==> src/rtl/wav_pkg.sv <==
// Package for the monochrome bitmap raster writer.
// Holds the word types, command codes, header layout and the state type.
// No dependencies.
package wav_pkg;

    localparam int N_W = 11;
    localparam int ROW_W = 12;
    localparam int COLB_W = 8;
    localparam int RB_W = 9;
    localparam int HALF_W = 10;
    localparam int SIZE_W = 20;
    localparam int HDR_BYTES = 62;

    localparam logic [1:0] CMD_LOAD = 2'd0;
    localparam logic [1:0] CMD_FETCH = 2'd1;
    localparam logic [1:0] CMD_REWIND = 2'd2;

    localparam logic [5:0] HDR_SIZE0 = 6'd2;
    localparam logic [5:0] HDR_SIZE1 = 6'd3;
    localparam logic [5:0] HDR_SIZE2 = 6'd4;
    localparam logic [5:0] HDR_SIZE3 = 6'd5;
    localparam logic [5:0] HDR_WID_LO = 6'd18;
    localparam logic [5:0] HDR_WID_HI = 6'd19;
    localparam logic [5:0] HDR_HGT_LO = 6'd22;
    localparam logic [5:0] HDR_HGT_HI = 6'd23;

    typedef struct packed {
        logic [1:0]          command;
        logic signed [15:0]  sample_value;
    } t_in_word;

    typedef struct packed {
        logic [7:0] out_byte;
        logic       last_byte;
    } t_out_word;

    typedef enum logic [1:0] {
        ST_IDLE,
        ST_EXEC,
        ST_DIV,
        ST_PIX
    } t_state;

    function automatic logic [7:0] hdr_byte(input logic [5:0] idx);
        logic [7:0] b;
        case (idx)
            6'd0:    b = 8'h42;
            6'd1:    b = 8'h4d;
            6'd10:   b = 8'h3e;
            6'd14:   b = 8'h28;
            6'd26:   b = 8'h01;
            6'd28:   b = 8'h01;
            6'd38:   b = 8'h61;
            6'd39:   b = 8'h0f;
            6'd42:   b = 8'h61;
            6'd43:   b = 8'h0f;
            6'd55:   b = 8'hff;
            6'd56:   b = 8'hee;
            6'd57:   b = 8'hff;
            6'd58:   b = 8'hff;
            6'd60:   b = 8'h11;
            6'd61:   b = 8'hff;
            default: b = 8'h00;
        endcase
        return b;
    endfunction

endpackage

==> src/rtl/wav_div.sv <==
// Iterative restoring divider, one quotient bit per cycle.
// Used to find the pixel row and byte column of a file position.
// Depends on wav_pkg.
module wav_div
    import wav_pkg::*;
#(
    parameter int DW = 18
) (
    input  logic             i_clk,
    input  logic             i_rst_n,
    input  logic             i_start,
    input  logic [DW-1:0]    i_dividend,
    input  logic [RB_W-1:0]  i_divisor,
    output logic             o_done,
    output logic [DW-1:0]    o_quot,
    output logic [RB_W-1:0]  o_rem
);

    localparam int CW = $clog2(DW + 1);

    logic [DW-1:0]   r_q;
    logic [RB_W-1:0] r_rem;
    logic [CW-1:0]   r_cnt;
    logic            r_run;
    logic            r_done;
    logic [RB_W:0]   w_sh;
    logic            w_ge;

    assign w_sh = {r_rem, r_q[DW-1]};
    assign w_ge = w_sh >= {1'b0, i_divisor};

    always_ff @(posedge i_clk) begin
        if (!i_rst_n) begin
            r_run  <= 1'b0;
            r_done <= 1'b0;
            r_cnt  <= '0;
        end else begin
            r_done <= 1'b0;
            if (i_start) begin
                r_run <= 1'b1;
                r_cnt <= '0;
            end else if (r_run) begin
                r_cnt <= r_cnt + CW'(1);
                if (r_cnt == CW'(DW - 1)) begin
                    r_run  <= 1'b0;
                    r_done <= 1'b1;
                end
            end
        end
    end

    always_ff @(posedge i_clk) begin
        if (i_start) begin
            r_q   <= i_dividend;
            r_rem <= '0;
        end else if (r_run) begin
            r_q   <= {r_q[DW-2:0], w_ge};
            r_rem <= w_ge ? RB_W'(w_sh - {1'b0, i_divisor}) : w_sh[RB_W-1:0];
        end
    end

    assign o_done = r_done;
    assign o_quot = r_q;
    assign o_rem  = r_rem;

endmodule

==> config.mk <==
export PLATFORM = sky130hd
export DESIGN_NAME = wav_div
export DESIGN_NICKNAME = d
export VERILOG_FILES = /design/src/rtl/wav_pkg.sv /design/src/rtl/wav_div.sv
export SDC_FILE = /design/constraint.sdc
export NUM_CORES = 1
export LEC_CHECK = 0
export ABC_AREA = 1
export BUFFER_PORTS_ARGS = -buffer_cell sky130_fd_sc_hd__buf_2
export CAP_MARGIN = 20
export CORE_MARGIN = 8
export CORE_UTILIZATION = 52
export DETAILED_ROUTE_END_ITERATION = 7
export PLACE_DENSITY = 0.88
export RECOVER_POWER = 25
export SKIP_LAST_GASP = 1
export SLEW_MARGIN = 20
export SYNTH_ARGS = -nofsm -noshare
export SYNTH_HDL_FRONTEND = slang
export SYNTH_SLANG_ARGS = --single-unit
==> constraint.sdc <==
create_clock -name i_clk -period 2.29 [get_ports i_clk]
set_clock_uncertainty 0.2 [all_clocks]
set_input_delay 0.3435 -clock i_clk [delete_from_list [all_inputs] [get_ports i_clk]]
set_output_delay 0.3435 -clock i_clk [all_outputs]
set_load 0.02 [all_outputs]
==> results.ini <==
[status]
status=complete, no violations

[layout]
syn2layout_area_growth_pct=23.0
drive_gt1_share_pct=20.8
fin_nets=377
diodes=0

[clock_network]
clock_path_buffers=2
htreeDepth=2
clock_latency_ps=280
tritoncts=yes
cts_buffers=5
clkTransAtPathRegs_ps=70
cts_sinks=34
cts_hold_buf=0
cts_root_buf=clkbuf_8

[synth]
yosysTopAreaCell=edfxtp_1
syn_inst=275
synthDistinctLibCells=26
yosysSeqAreaShare_pct=42.7
async_reset_ff_share_pct=0
ys_warn_count=0
syn_nets=317
synth.area.top_cells=edfxtp_1 (27%), nand2_1 (21%), dfxtp_1 (16%)
yosys.cell_count.top_type=nand2_1
ys_seq_elements=34
ys.flop_type=edfxtp_1
synth_top_area_share_pct=26.8
avgSynthCellArea_um2=7.33
synthTopCellsByCount=nand2_1 (112), inv_1 (43), nand3_1 (25), edfxtp_1 (18), dfxtp_1 (16)
synth-edff-count=18
syn_area_mm2=0.00202

[floorplanning]
die_width_um=78.3
dieArea_mm2=0.00613
io_pins=58
start_util_pct=54.7
die_h_um=78.3
core_area_mm2=0.00369
rows=22

[global_route]
grt-busiest-layer=met2
grt_use_met1_pct=17.6
grt_pass1_wl_mm=7.70
antenna_found_initial=0
first_global_vias=1766
grt.overflow.total=0
grt_use_total_pct=15.4
grt_max_degree=22
grt_util_met3_pct=4.33
met2_usage_pct=26.7

[route]
ant_nets=0
viasPerCell=4.94
wire_per_inst_um=12.5
drtIter0Drc=188
vias=1897
drt-pass1-iter-count=4
finalWirelength_mm=4.81
drc_errors=0

[worst_setup_path]
r2r_setup_slack_ps=170
path_class=reg2reg
critPathCaptureType=flop
path_max_fanout=9
timing.rr.start=o_quot[17]
worstRegToRegCells=13
arrival_ps=2150
startpoint_type=flop
critPathRequiredTime_ps=2320
reg2reg_to=o_rem[2]

[sta]
worstMarginPinSlew_ps=696
relSlewSlack_pct=53.5
min_period_ps=2120
slew_violations=0
hold_viol=0
setup_tns_ps=0
clock.fmax_ghz=0.471
final.period_utilization_pct=92.6
finalSetupViolCount=0

[job]
cap_violations=0

[power]
pwr_density_cell_mw_per_mm2=681
p_leak_nw=1.34
total_power_mw=1.69
max-vdd-ir-drop_v=0.000556

[place]
port_buffers=57
dp_hpwl_mm=3.61
gp_routability_congestion=0.838

[min_path]
worst_hold_path_type=in2reg
hold_end=r_run
min_from=i_rst_n
holdPathStages=3

==> logic make-up (layout without fill, tap and decap cells) <==
logic type,after synthesis,in the layout,synth area share [%]
and+or+nand+nor,166,167,35.0
buffers and inverters,50,110,10.2
DFF,34,34,42.7
adders and majority gates,12,12,7.82
AOI/OAI and AO/OA,9,9,2.54
xor gates and xnor gates,4,4,1.74
==> worst max-delay path by stage <==
stage | start | end | slack (ps) | depth (start not counted)
3_3_place_gp | o_quot[17] | o_rem[6] | 120 | 13
3_5_place_dp | o_quot[17] | o_rem[8] | 30 | 13
6_report | o_quot[17] | o_rem[2] | 170 | 13
4_1_cts | o_quot[17] | o_rem[4] | 10 | 13
5_1_grt | o_quot[17] | o_rem[0] | -10 | 13
2_1_floorplan | o_quot[17] | o_quot[0] | 110 | 11
==> per-layer routing <==
| metal | routed length [um] | vias to the layer above |
|---|---|---|
| li1 | - | 979 |
| met1 | 2080 | 856 |
| met2 | 2390 | 52 |
| met3 | 264 | 10 |
| met4 | 74 | 0 |
| met5 | 0 | - |
==> worst max-delay path: stages (launching register included) <==
cell,delay (ps)
edfxtp_1,400
inv_2,80
ha_1,150
inv_1,80
fa_2,350
nand3_1,90
nand2_2,80
nand2_1,100
nand2_2,100
nand2_4,120
nand2_4,90
nand2_1,80
nand3_1,70
nand2_1,70
==> state kept, by name, indices dropped and copies added (netlist names) <==
| signal | count |
|---|---|
| r_cnt | 5 |
| o_done | 1 |
| o_rem | 9 |
| o_quot | 18 |
| r_run | 1 |
==> stage by stage <==
stage	util [%]	instances	worst slack, ps	hold WS (ps)	instance area [um2]
after floorplan	-	275	110	279	2020
after global placement	63.3	375	118	286	2330
after detailed placement	63.3	375	27.5	291	2330
after CTS	67.1	383	10.6	112	2480
after global routing	67.2	384	-11.5	120	2480
final	67.2	384	169	114	2480
==> what timing repair did <==
item / CTS / global route
resized for setup: 0 / 4
setup endpoints to repair: 0 / 10
setup buffers: 0 / 0
==> power by group <==
part | switching (mW) | internal, mW
clock network | 0.216 | 0.464
registers | 0.0285 | 0.692
logic | 0.186 | 0.103
total | 0.431 | 1.26
==> cell usage in the layout, fill, tap and decap left out <==
master	count
a211oi_1	1
a21oi_1	6
a31oi_1	1
and2_4	1
buf_2	48
buf_4	1
bufinv_16	2
clkbuf_1	10
clkbuf_8	6
dfxtp_1	16
edfxtp_1	18
fa_2	1
ha_1	11
inv_1	42
inv_2	1
nand2_1	112
nand2_2	4
nand2_4	2
nand3_1	25
nand3_2	1
nand4_1	2
nor2_1	10
nor2_2	3
nor3_1	3
nor3b_1	2
nor4_1	1
o211ai_1	1
or2_0	1
xnor2_1	4
==> area by class of cell <==
| cell class | count | area [um2] |
|---|---|---|
| fillers | 324 | 1210 |
| multi-input cells | 192 | 970 |
| flip-flops and latches | 34 | 861 |
| repair buffers | 59 | 285 |
| inverters | 43 | 161 |
| clock buffers | 6 | 82.6 |
| clock inverters | 2 | 60.1 |
| well taps | 48 | 60.1 |
No activity file was read; power rests on OpenSTA's default activity.
